File: config.mk
export PLATFORM = sky130hd
export DESIGN_NAME = radial_roi_qp_map_unit
export DESIGN_NICKNAME = d
export VERILOG_FILES = /design/src/hdl/rrqm_pkg.sv /design/src/hdl/radial_roi_qp_map_unit.sv /design/src/hdl/rrqm_isqrt.sv /design/src/hdl/rrqm_div.sv
export SDC_FILE = /design/constraint.sdc
export NUM_CORES = 2
export LEC_CHECK = 0
export ABC_CLOCK_PERIOD_IN_PS = 8600
export BUFFER_PORTS_ARGS = -buffer_cell sky130_fd_sc_hd__buf_2
export CORE_MARGIN = 8
export CORE_UTILIZATION = 49
export DETAILED_ROUTE_END_ITERATION = 8
export GPL_TIMING_DRIVEN = 0
export PLACE_DENSITY = 0.73
export SLEW_MARGIN = 20
export SYNTH_ARGS = -nofsm -noshare
export SYNTH_HDL_FRONTEND = slang
export SYNTH_SLANG_ARGS = --single-unit
File: constraint.sdc
create_clock -name clk -period 8.6 [get_ports clk]
set_clock_uncertainty 0.05 [all_clocks]
set_input_delay 0.43 -clock clk [delete_from_list [all_inputs] [get_ports clk]]
set_output_delay 0.43 -clock clk [all_outputs]
set_load 0.02 [all_outputs]
File: src/hdl/rrqm_pkg.sv
`timescale 1ns / 1ps
package rrqm_pkg;

	// Register field widths
	localparam int RADIUS_W = 12;
	localparam int QP_W     = 8;
	localparam int FRAME_W  = 13;
	localparam int COORD_W  = 14;
	localparam int MB_W     = 8;
	localparam int INDEX_W  = 16;
	localparam int QP_OUT_W = 6;

	// Squared distance, grid width and quantizer limit
	localparam int D2_W     = 27;
	localparam int GRID_W   = 10;
	localparam logic [QP_W:0] QP_LIMIT = 9'd51;

	// Configuration register indexes
	typedef enum logic [2:0] {
		REG_RADIUS     = 3'd0,
		REG_CENTER_QP  = 3'd1,
		REG_BACK_QP    = 3'd2,
		REG_WIDTH      = 3'd3,
		REG_HEIGHT     = 3'd4
	} reg_index_t;

	// Flags travelling beside the arithmetic
	typedef struct packed {
		logic                 in_circle;
		logic [INDEX_W-1:0]   index;
	} side_t;

endpackage

File: src/hdl/radial_roi_qp_map_unit.sv
`timescale 1ns / 1ps
// Channel   Handshake                 Payload
// request   start / busy              cursor_x, cursor_y, mb_col, mb_row
// result    result_valid (strobe)     qp_value, mb_index
// config    cfg_valid / cfg_ready     cfg_index, cfg_data
//
// One request is taken every cycle; busy stays low. Each result passes
// through the one-bit-per-stage square root (12 + FRACTION_BITS stages)
// and the eight-stage divider on its way to the output.
// Reset clears the valid bits and loads the register defaults.
// The receiver cannot stall, so the pipeline always advances.
module radial_roi_qp_map_unit #(
	parameter int FRACTION_BITS = 8
) (
	input  logic                              clk,
	input  logic                              arst_n,
	input  logic                              start,
	output logic                              busy,
	input  logic signed [rrqm_pkg::COORD_W-1:0] cursor_x,
	input  logic signed [rrqm_pkg::COORD_W-1:0] cursor_y,
	input  logic [rrqm_pkg::MB_W-1:0]         mb_col,
	input  logic [rrqm_pkg::MB_W-1:0]         mb_row,
	output logic                              result_valid,
	output logic [rrqm_pkg::QP_OUT_W-1:0]     qp_value,
	output logic [rrqm_pkg::INDEX_W-1:0]      mb_index,
	input  logic                              cfg_valid,
	output logic                              cfg_ready,
	input  logic [2:0]                        cfg_index,
	input  logic [rrqm_pkg::FRAME_W-1:0]      cfg_data
);
	import rrqm_pkg::*;

	localparam int RW = RADIUS_W + FRACTION_BITS;
	localparam int NW = QP_W + RW;

	logic [RADIUS_W-1:0]   roi_radius_q;
	logic [QP_W-1:0]       center_qp_q;
	logic [QP_W-1:0]       background_qp_q;
	logic [FRAME_W-1:0]    frame_width_q;
	logic [FRAME_W-1:0]    frame_height_q;
	logic [2*RADIUS_W-1:0] radius_sq_q;

	assign busy      = 1'b0;
	assign cfg_ready = 1'b1;

	// Hold configuration registers
	always_ff @(posedge clk or negedge arst_n) begin
		if (!arst_n) begin
			roi_radius_q    <= 12'd256;
			center_qp_q     <= 8'd10;
			background_qp_q <= 8'd40;
			frame_width_q   <= 13'd1920;
			frame_height_q  <= 13'd1080;
		end else if (cfg_valid) begin
			case (reg_index_t'(cfg_index))
				REG_RADIUS:    roi_radius_q    <= cfg_data[RADIUS_W-1:0];
				REG_CENTER_QP: center_qp_q     <= cfg_data[QP_W-1:0];
				REG_BACK_QP:   background_qp_q <= cfg_data[QP_W-1:0];
				REG_WIDTH:     frame_width_q   <= cfg_data;
				REG_HEIGHT:    frame_height_q  <= cfg_data;
				default: ;
			endcase
		end
	end

	// Register the squared radius for the circle test
	always_ff @(posedge clk) begin
		radius_sq_q <= roi_radius_q * roi_radius_q;
	end

	// Derived constants of the configuration
	logic [FRAME_W-1:0] lim_x, lim_y;
	logic [GRID_W-1:0]  grid_w;
	logic               diff_neg;
	logic [QP_W-1:0]    diff_mag;
	logic [RW-1:0]      denom;

	assign lim_x    = (frame_width_q == '0) ? '0 : frame_width_q - 1'b1;
	assign lim_y    = (frame_height_q == '0) ? '0 : frame_height_q - 1'b1;
	assign grid_w   = GRID_W'(({1'b0, frame_width_q} + 14'd15) >> 4);
	assign diff_neg = background_qp_q < center_qp_q;
	assign diff_mag = diff_neg ? center_qp_q - background_qp_q
	                           : background_qp_q - center_qp_q;
	assign denom    = RW'(roi_radius_q) << FRACTION_BITS;

	// Stage 1: clamp cursor into the frame
	logic                v_s1;
	logic [FRAME_W-1:0]  cx_s1, cy_s1;
	logic [MB_W-1:0]     col_s1, row_s1;

	always_ff @(posedge clk or negedge arst_n) begin
		if (!arst_n) begin
			v_s1 <= 1'b0;
		end else begin
			v_s1 <= start;
		end
	end

	always_ff @(posedge clk) begin
		priority if (cursor_x[COORD_W-1]) begin
			cx_s1 <= '0;
		end else if (cursor_x[FRAME_W-1:0] > lim_x) begin
			cx_s1 <= lim_x;
		end else begin
			cx_s1 <= cursor_x[FRAME_W-1:0];
		end
		priority if (cursor_y[COORD_W-1]) begin
			cy_s1 <= '0;
		end else if (cursor_y[FRAME_W-1:0] > lim_y) begin
			cy_s1 <= lim_y;
		end else begin
			cy_s1 <= cursor_y[FRAME_W-1:0];
		end
		col_s1 <= mb_col;
		row_s1 <= mb_row;
	end

	// Stage 2: offsets to the macroblock centre, row times grid width
	logic                  v_s2;
	logic signed [14:0]    dx_s2, dy_s2;
	logic [MB_W+GRID_W-1:0] rowprod_s2;
	logic [MB_W-1:0]       col_s2;

	always_ff @(posedge clk or negedge arst_n) begin
		if (!arst_n) begin
			v_s2 <= 1'b0;
		end else begin
			v_s2 <= v_s1;
		end
	end

	always_ff @(posedge clk) begin
		dx_s2      <= $signed({3'b000, col_s1, 4'h8}) - $signed({2'b00, cx_s1});
		dy_s2      <= $signed({3'b000, row_s1, 4'h8}) - $signed({2'b00, cy_s1});
		rowprod_s2 <= row_s1 * grid_w;
		col_s2     <= col_s1;
	end

	// Stage 3: square the offsets, finish the raster index
	logic               v_s3;
	logic [25:0]        sqx_s3, sqy_s3;
	logic [INDEX_W-1:0] idx_s3;
	logic signed [29:0] sqx_full, sqy_full;

	assign sqx_full = dx_s2 * dx_s2;
	assign sqy_full = dy_s2 * dy_s2;

	always_ff @(posedge clk or negedge arst_n) begin
		if (!arst_n) begin
			v_s3 <= 1'b0;
		end else begin
			v_s3 <= v_s2;
		end
	end

	always_ff @(posedge clk) begin
		sqx_s3 <= sqx_full[25:0];
		sqy_s3 <= sqy_full[25:0];
		idx_s3 <= INDEX_W'(rowprod_s2) + INDEX_W'(col_s2);
	end

	// Stage 4: sum of squares and circle test
	logic              v_s4;
	logic [D2_W-1:0]   d2_s4;
	side_t             side_s4;
	logic [D2_W-1:0]   d2_sum;

	assign d2_sum = D2_W'(sqx_s3) + D2_W'(sqy_s3);

	always_ff @(posedge clk or negedge arst_n) begin
		if (!arst_n) begin
			v_s4 <= 1'b0;
		end else begin
			v_s4 <= v_s3;
		end
	end

	always_ff @(posedge clk) begin
		d2_s4             <= d2_sum;
		side_s4.in_circle <= d2_sum < D2_W'(radius_sq_q);
		side_s4.index     <= idx_s3;
	end

	// Square root of the scaled squared distance
	logic              sq_valid;
	logic [RW-1:0]     sq_root;
	side_t             sq_side;
	logic [2*RW-1:0]   radicand;

	assign radicand = (2*RW)'(d2_s4[2*RADIUS_W-1:0]) << (2*FRACTION_BITS);

	rrqm_isqrt #(
		.RW (RW)
	) u_isqrt (
		.clk       (clk),
		.arst_n    (arst_n),
		.in_valid  (v_s4),
		.in_rad    (radicand),
		.in_side   (side_s4),
		.out_valid (sq_valid),
		.out_root  (sq_root),
		.out_side  (sq_side)
	);

	// Scale the distance by the quantizer span
	logic          v_s5;
	logic [NW-1:0] num_s5;
	side_t         side_s5;

	always_ff @(posedge clk or negedge arst_n) begin
		if (!arst_n) begin
			v_s5 <= 1'b0;
		end else begin
			v_s5 <= sq_valid;
		end
	end

	always_ff @(posedge clk) begin
		num_s5  <= diff_mag * sq_root;
		side_s5 <= sq_side;
	end

	// Divide by the scaled radius
	logic            dv_valid;
	logic [QP_W-1:0] dv_quot;
	side_t           dv_side;

	rrqm_div #(
		.NW (NW),
		.DW (RW)
	) u_div (
		.clk       (clk),
		.arst_n    (arst_n),
		.in_valid  (v_s5),
		.in_num    (num_s5),
		.denom     (denom),
		.in_side   (side_s5),
		.out_valid (dv_valid),
		.out_quot  (dv_quot),
		.out_side  (dv_side)
	);

	// Apply the offset, pick background outside, limit the quantizer
	logic [QP_W:0] qp_ramp, qp_pick, qp_lim;

	assign qp_ramp = diff_neg ? {1'b0, center_qp_q} - {1'b0, dv_quot}
	                          : {1'b0, center_qp_q} + {1'b0, dv_quot};
	assign qp_pick = dv_side.in_circle ? qp_ramp : {1'b0, background_qp_q};
	assign qp_lim  = (qp_pick > QP_LIMIT) ? QP_LIMIT : qp_pick;

	always_ff @(posedge clk or negedge arst_n) begin
		if (!arst_n) begin
			result_valid <= 1'b0;
		end else begin
			result_valid <= dv_valid;
		end
	end

	always_ff @(posedge clk) begin
		qp_value <= qp_lim[QP_OUT_W-1:0];
		mb_index <= dv_side.index;
	end

endmodule

File: src/hdl/rrqm_isqrt.sv
`timescale 1ns / 1ps
module rrqm_isqrt #(
	parameter int RW = 20
) (
	input  logic                  clk,
	input  logic                  arst_n,
	input  logic                  in_valid,
	input  logic [2*RW-1:0]       in_rad,
	input  rrqm_pkg::side_t       in_side,
	output logic                  out_valid,
	output logic [RW-1:0]         out_root,
	output rrqm_pkg::side_t       out_side
);
	import rrqm_pkg::*;

	// Stage k holds the state after k result bits
	logic                v_s    [RW+1];
	logic [2*RW-1:0]     rad_s  [RW+1];
	logic [RW-1:0]       root_s [RW+1];
	logic [RW+1:0]       rem_s  [RW+1];
	side_t               side_s [RW+1];

	assign v_s[0]    = in_valid;
	assign rad_s[0]  = in_rad;
	assign root_s[0] = '0;
	assign rem_s[0]  = '0;
	assign side_s[0] = in_side;

	for (genvar k = 0; k < RW; k++) begin : g_step
		logic [RW+1:0] shifted;
		logic [RW+1:0] trial;
		logic          take;

		// Bring down two radicand bits and try the next root bit
		assign shifted = {rem_s[k][RW-1:0], rad_s[k][2*RW-1 -: 2]};
		assign trial   = {root_s[k], 2'b01};
		assign take    = shifted >= trial;

		// Valid bit resets, payload advances freely
		always_ff @(posedge clk or negedge arst_n) begin
			if (!arst_n) begin
				v_s[k+1] <= 1'b0;
			end else begin
				v_s[k+1] <= v_s[k];
			end
		end

		always_ff @(posedge clk) begin
			rad_s[k+1]  <= rad_s[k] << 2;
			root_s[k+1] <= {root_s[k][RW-2:0], take};
			rem_s[k+1]  <= take ? shifted - trial : shifted;
			side_s[k+1] <= side_s[k];
		end
	end

	assign out_valid = v_s[RW];
	assign out_root  = root_s[RW];
	assign out_side  = side_s[RW];

endmodule

File: src/hdl/rrqm_div.sv
`timescale 1ns / 1ps
module rrqm_div #(
	parameter int NW = 28,
	parameter int DW = 20
) (
	input  logic                  clk,
	input  logic                  arst_n,
	input  logic                  in_valid,
	input  logic [NW-1:0]         in_num,
	input  logic [DW-1:0]         denom,
	input  rrqm_pkg::side_t       in_side,
	output logic                  out_valid,
	output logic [rrqm_pkg::QP_W-1:0] out_quot,
	output rrqm_pkg::side_t       out_side
);
	import rrqm_pkg::*;

	// Stage k holds the remainder after k quotient bits
	logic              v_s    [QP_W+1];
	logic [NW-1:0]     rem_s  [QP_W+1];
	logic [QP_W-1:0]   quot_s [QP_W+1];
	side_t             side_s [QP_W+1];

	assign v_s[0]    = in_valid;
	assign rem_s[0]  = in_num;
	assign quot_s[0] = '0;
	assign side_s[0] = in_side;

	for (genvar k = 0; k < QP_W; k++) begin : g_step
		logic [NW-1:0] shifted_den;
		logic          take;

		// Compare against the divisor aligned to this quotient bit
		assign shifted_den = NW'(denom) << (QP_W - 1 - k);
		assign take        = rem_s[k] >= shifted_den;

		always_ff @(posedge clk or negedge arst_n) begin
			if (!arst_n) begin
				v_s[k+1] <= 1'b0;
			end else begin
				v_s[k+1] <= v_s[k];
			end
		end

		always_ff @(posedge clk) begin
			rem_s[k+1]  <= take ? rem_s[k] - shifted_den : rem_s[k];
			quot_s[k+1] <= {quot_s[k][QP_W-2:0], take};
			side_s[k+1] <= side_s[k];
		end
	end

	assign out_valid = v_s[QP_W];
	assign out_quot  = quot_s[QP_W];
	assign out_side  = side_s[QP_W];

endmodule
==> flow_metrics.env <==
export IMPL_critical_path_max_stage_delay_ns=0.58
export IMPL_post_dp_hpwl_mm=135
export IMPL_tritoncts_num_buffers=177
export IMPL_finalCritPeriodShare=0.960
export IMPL_synth_largest_area_cell="dfxtp_1"
export IMPL_synth_edf_count=0
export IMPL_path_class="flop to flop"
export IMPL_core_area_sq_um=171000
export IMPL_grt_max_degree=51
export IMPL_port_buffers=86
export IMPL_crit_fanout=10
export IMPL_finalHoldWorstSlack_ns=0.0910
export IMPL_outcome="finished, final reports clean"
export IMPL_clock_sinks=1779
export IMPL_antenna_found_initial=7
export IMPL_slew_headroom=0.262
export IMPL_die_area_sq_um=186000
export IMPL_crit_required_ns=9.26
export IMPL_fill_cells=14500
export IMPL_maxCapViolations=0
export IMPL_clkSlewWorstSetupHoldPaths_ns=0.07
export IMPL_fmax_mhz=121
export IMPL_clockBufferDepth=3
export IMPL_stdcell_area_sq_um=94700
export IMPL_worst_pin_slew_ns=1.08
export IMPL_syn_area_per_cell_sq_um=10.4
export IMPL_setup_viol=0
export IMPL_die_x_um=431
export IMPL_grt_overflow=0
export IMPL_drt_iter0_drc=3088
export IMPL_routed_wl_mm=175
export IMPL_yosys_area_top_type_share=0.402
export IMPL_drc=0
export IMPL_grt_pass1_vias=57900
export IMPL_syn_instance_count=8098
export IMPL_dpl_instance_area_sq_um=87700
export IMPL_crit_path_start_kind="flop"
export IMPL_crit_arrival_ns=8.92
export IMPL_async_flop_share=0.0495
export IMPL_synth_yosys_seq_area_share=0.428
export IMPL_tns_ns=0
export IMPL_die_h_um=431
export IMPL_synth_cell_types=95
export IMPL_worstSkewPairLatency_ns=0.81
export IMPL_synthToLayoutAreaGrowth_pct=12.4
export IMPL_synth_common_cells="1691 x dfxtp_1, 1038 x inv_1, 694 x ha_1, 580 x fa_1, 533 x nand2_1"
export IMPL_cpMostUsedCell="fa_1"
export IMPL_drive_above_1_share=0.0700
export IMPL_final_nets=9775
export IMPL_netlist_area_sq_um=84300
export IMPL_htreeDepth=4
export IMPL_cp_end_kind="flop"
export IMPL_grt_usage=0.188
export IMPL_ant_nets=0
export IMPL_ys_warnings_count=0
export IMPL_routedWlPerCell_um=16.1
export IMPL_gp_congestion=0.890
export IMPL_std_cell_rows=152
export IMPL_critPathSlowestCell="dfstp_2"
export IMPL_initial_core_util=0.492
export IMPL_final_hold_viol_count=0
export IMPL_ys_top_cells_by_area="dfxtp_1 40%, fa_1 14%, ha_1 10%"
export IMPL_hold_path_class="input port to asynchronous set/reset pin"
export IMPL_routed_via_count=55600
export IMPL_synth_most_common_cell="dfxtp_1"
export IMPL_io_pins=89
export IMPL_cts_tree="yes"
export IMPL_grt_pass1_wl_mm=288
export IMPL_ys_flop_type="dfxtp_1"
export IMPL_cts_root_buffer="clkbuf_16"
export IMPL_synth_seq_cells=1779
export IMPL_maxSlewViolCount=0
export IMPL_drt_pass1_iter_count=5
export IMPL_vias_per_cell=5.10
export IMPL_min_period_ns=8.26
-- placed cells by master, fill, tap and decap left out, types with 65 or more instances in the layout --
cell,count
dfxtp_1,1691
inv_1,1037
ha_1,694
fa_1,579
nand2_1,532
nor2_1,480
a21oi_1,344
o21ai_0,339
xnor2_1,332
and2_1,252
xor2_1,194
clkbuf_16,178
nor3_1,134
clkbuf_1,130
a21o_1,111
nand3_1,103
nor2b_1,100
mux2_2,100
nand2b_1,95
buf_2,91
dfrtp_1,75
o21a_1,71
nor4_1,65
-- worst paths after layout --
| path | startpoint | end | slack, ns | cells past startpoint |
|---|---|---|---|---|
| setup / recovery | center_qp_q[1]$_DFFE_PN1P_ | num_s5[27]$_DFF_P_ | 0.34 | 28 |
| hold / removal | arst_n | frame_width_q[1]$_DFFE_PN0P_ | 0.09 | 2 |
| setup reg to reg | center_qp_q[1]$_DFFE_PN1P_ | num_s5[27]$_DFF_P_ | 0.34 | 28 |
| hold reg to reg | u_isqrt.side_s[237]$_DFF_P_ | u_isqrt.side_s[220]$_DFF_P_ | 0.25 | 0 |
| max in group asynchronous | arst_n | background_qp_q[3]$_DFFE_PN1P_ | 7.78 | 3 |
| min in group clk | cfg_index[1] | frame_height_q[3]$_DFFE_PN1P_ | 0.15 | 3 |
-- worst max-delay path, delay by kind of cell, from the launching register on --
family | cells | cell delay, ns
fa+ha+maj | 6 | 2.94
compound gates | 11 | 2.47
flops | 1 | 0.58
xor+xnor | 1 | 0.13
buf+inv | 4 | 0.69
simple gates | 6 | 1.27
-- flip-flops by register name, summed over array words and instances, names as in the netlist, 19 cells and up --
| register | cells |
|---|---|
| num_s5 | 28 |
| u_isqrt.v_s | 19 |
| u_isqrt.g_step.shifted | 372 |
| sqy_s3 | 25 |
| u_isqrt.side_s | 323 |
| u_div.side_s | 119 |
| radius_sq_q | 23 |
| u_div.quot_s | 28 |
| sqx_s3 | 25 |
| u_isqrt.g_step.trial | 190 |
| u_div.rem_s | 196 |
| u_isqrt.out_root | 20 |
| d2_s4 | 24 |
| u_isqrt.rad_s | 110 |
-- timing repair --
| action | CTS | global route |
|---|---|---|
| hold buffers | 64 | 0 |
| buffers inserted | 0 | 2 |
| setup endpoints to repair | 2 | 8 |
| endpoints found under the hold margin | 162 | 0 |
| pin swaps | 0 | 4 |
| gates resized for setup | 5 | 21 |
-- kinds of logic after synthesis --
kind of cell               after synthesis  synth area share
buffers and inverters                 1185            0.0531
adders and majority gates             1274             0.241
other                                    2         0.0000891
xor gates and xnor gates               526            0.0546
DFF                                   1779             0.428
AOI/OAI and AO/OA                     1168            0.0854
and+or+nand+nor                       2024             0.120
muxes                                  140            0.0181
-- metrics by stage --
step / utilization / setup slack (ns) / std cells
3_3_place_gp: 0.511 / -0.250 / 10500
3_5_place_dp: 0.512 / -0.272 / 10500
6_report: 0.553 / 0.343 / 10900
2_1_floorplan: - / 0.980 / 8103
5_1_grt: 0.553 / -0.0121 / 10900
4_1_cts: 0.552 / 0.0261 / 10900
-- per-layer routing --
layer  track usage  part of all wire  vias up
met4        0.0812             0.043        0
met2         0.326              0.48     1073
met1         0.233              0.43    27000
li1              -                 -    27200
met3        0.0274             0.039      344
met5             0                 0        -
-- layout make-up --
cell class	instances	area [sq um]	area share
flip-flops and latches	1779	36100	0.381
plain buffers	137	554	0.00585
well taps	2310	2890	0.0305
clock buffers	237	5030	0.0531
repair buffers	155	1130	0.0120
clock inverters	89	1260	0.0133
diodes	3	7.51	0.0000792
multi-input cells	5139	43900	0.463
inverters	1048	3930	0.0415
Power is not shown: default switching activity piles up to over one toggle a cycle in this logic, so the estimate is an artifact.
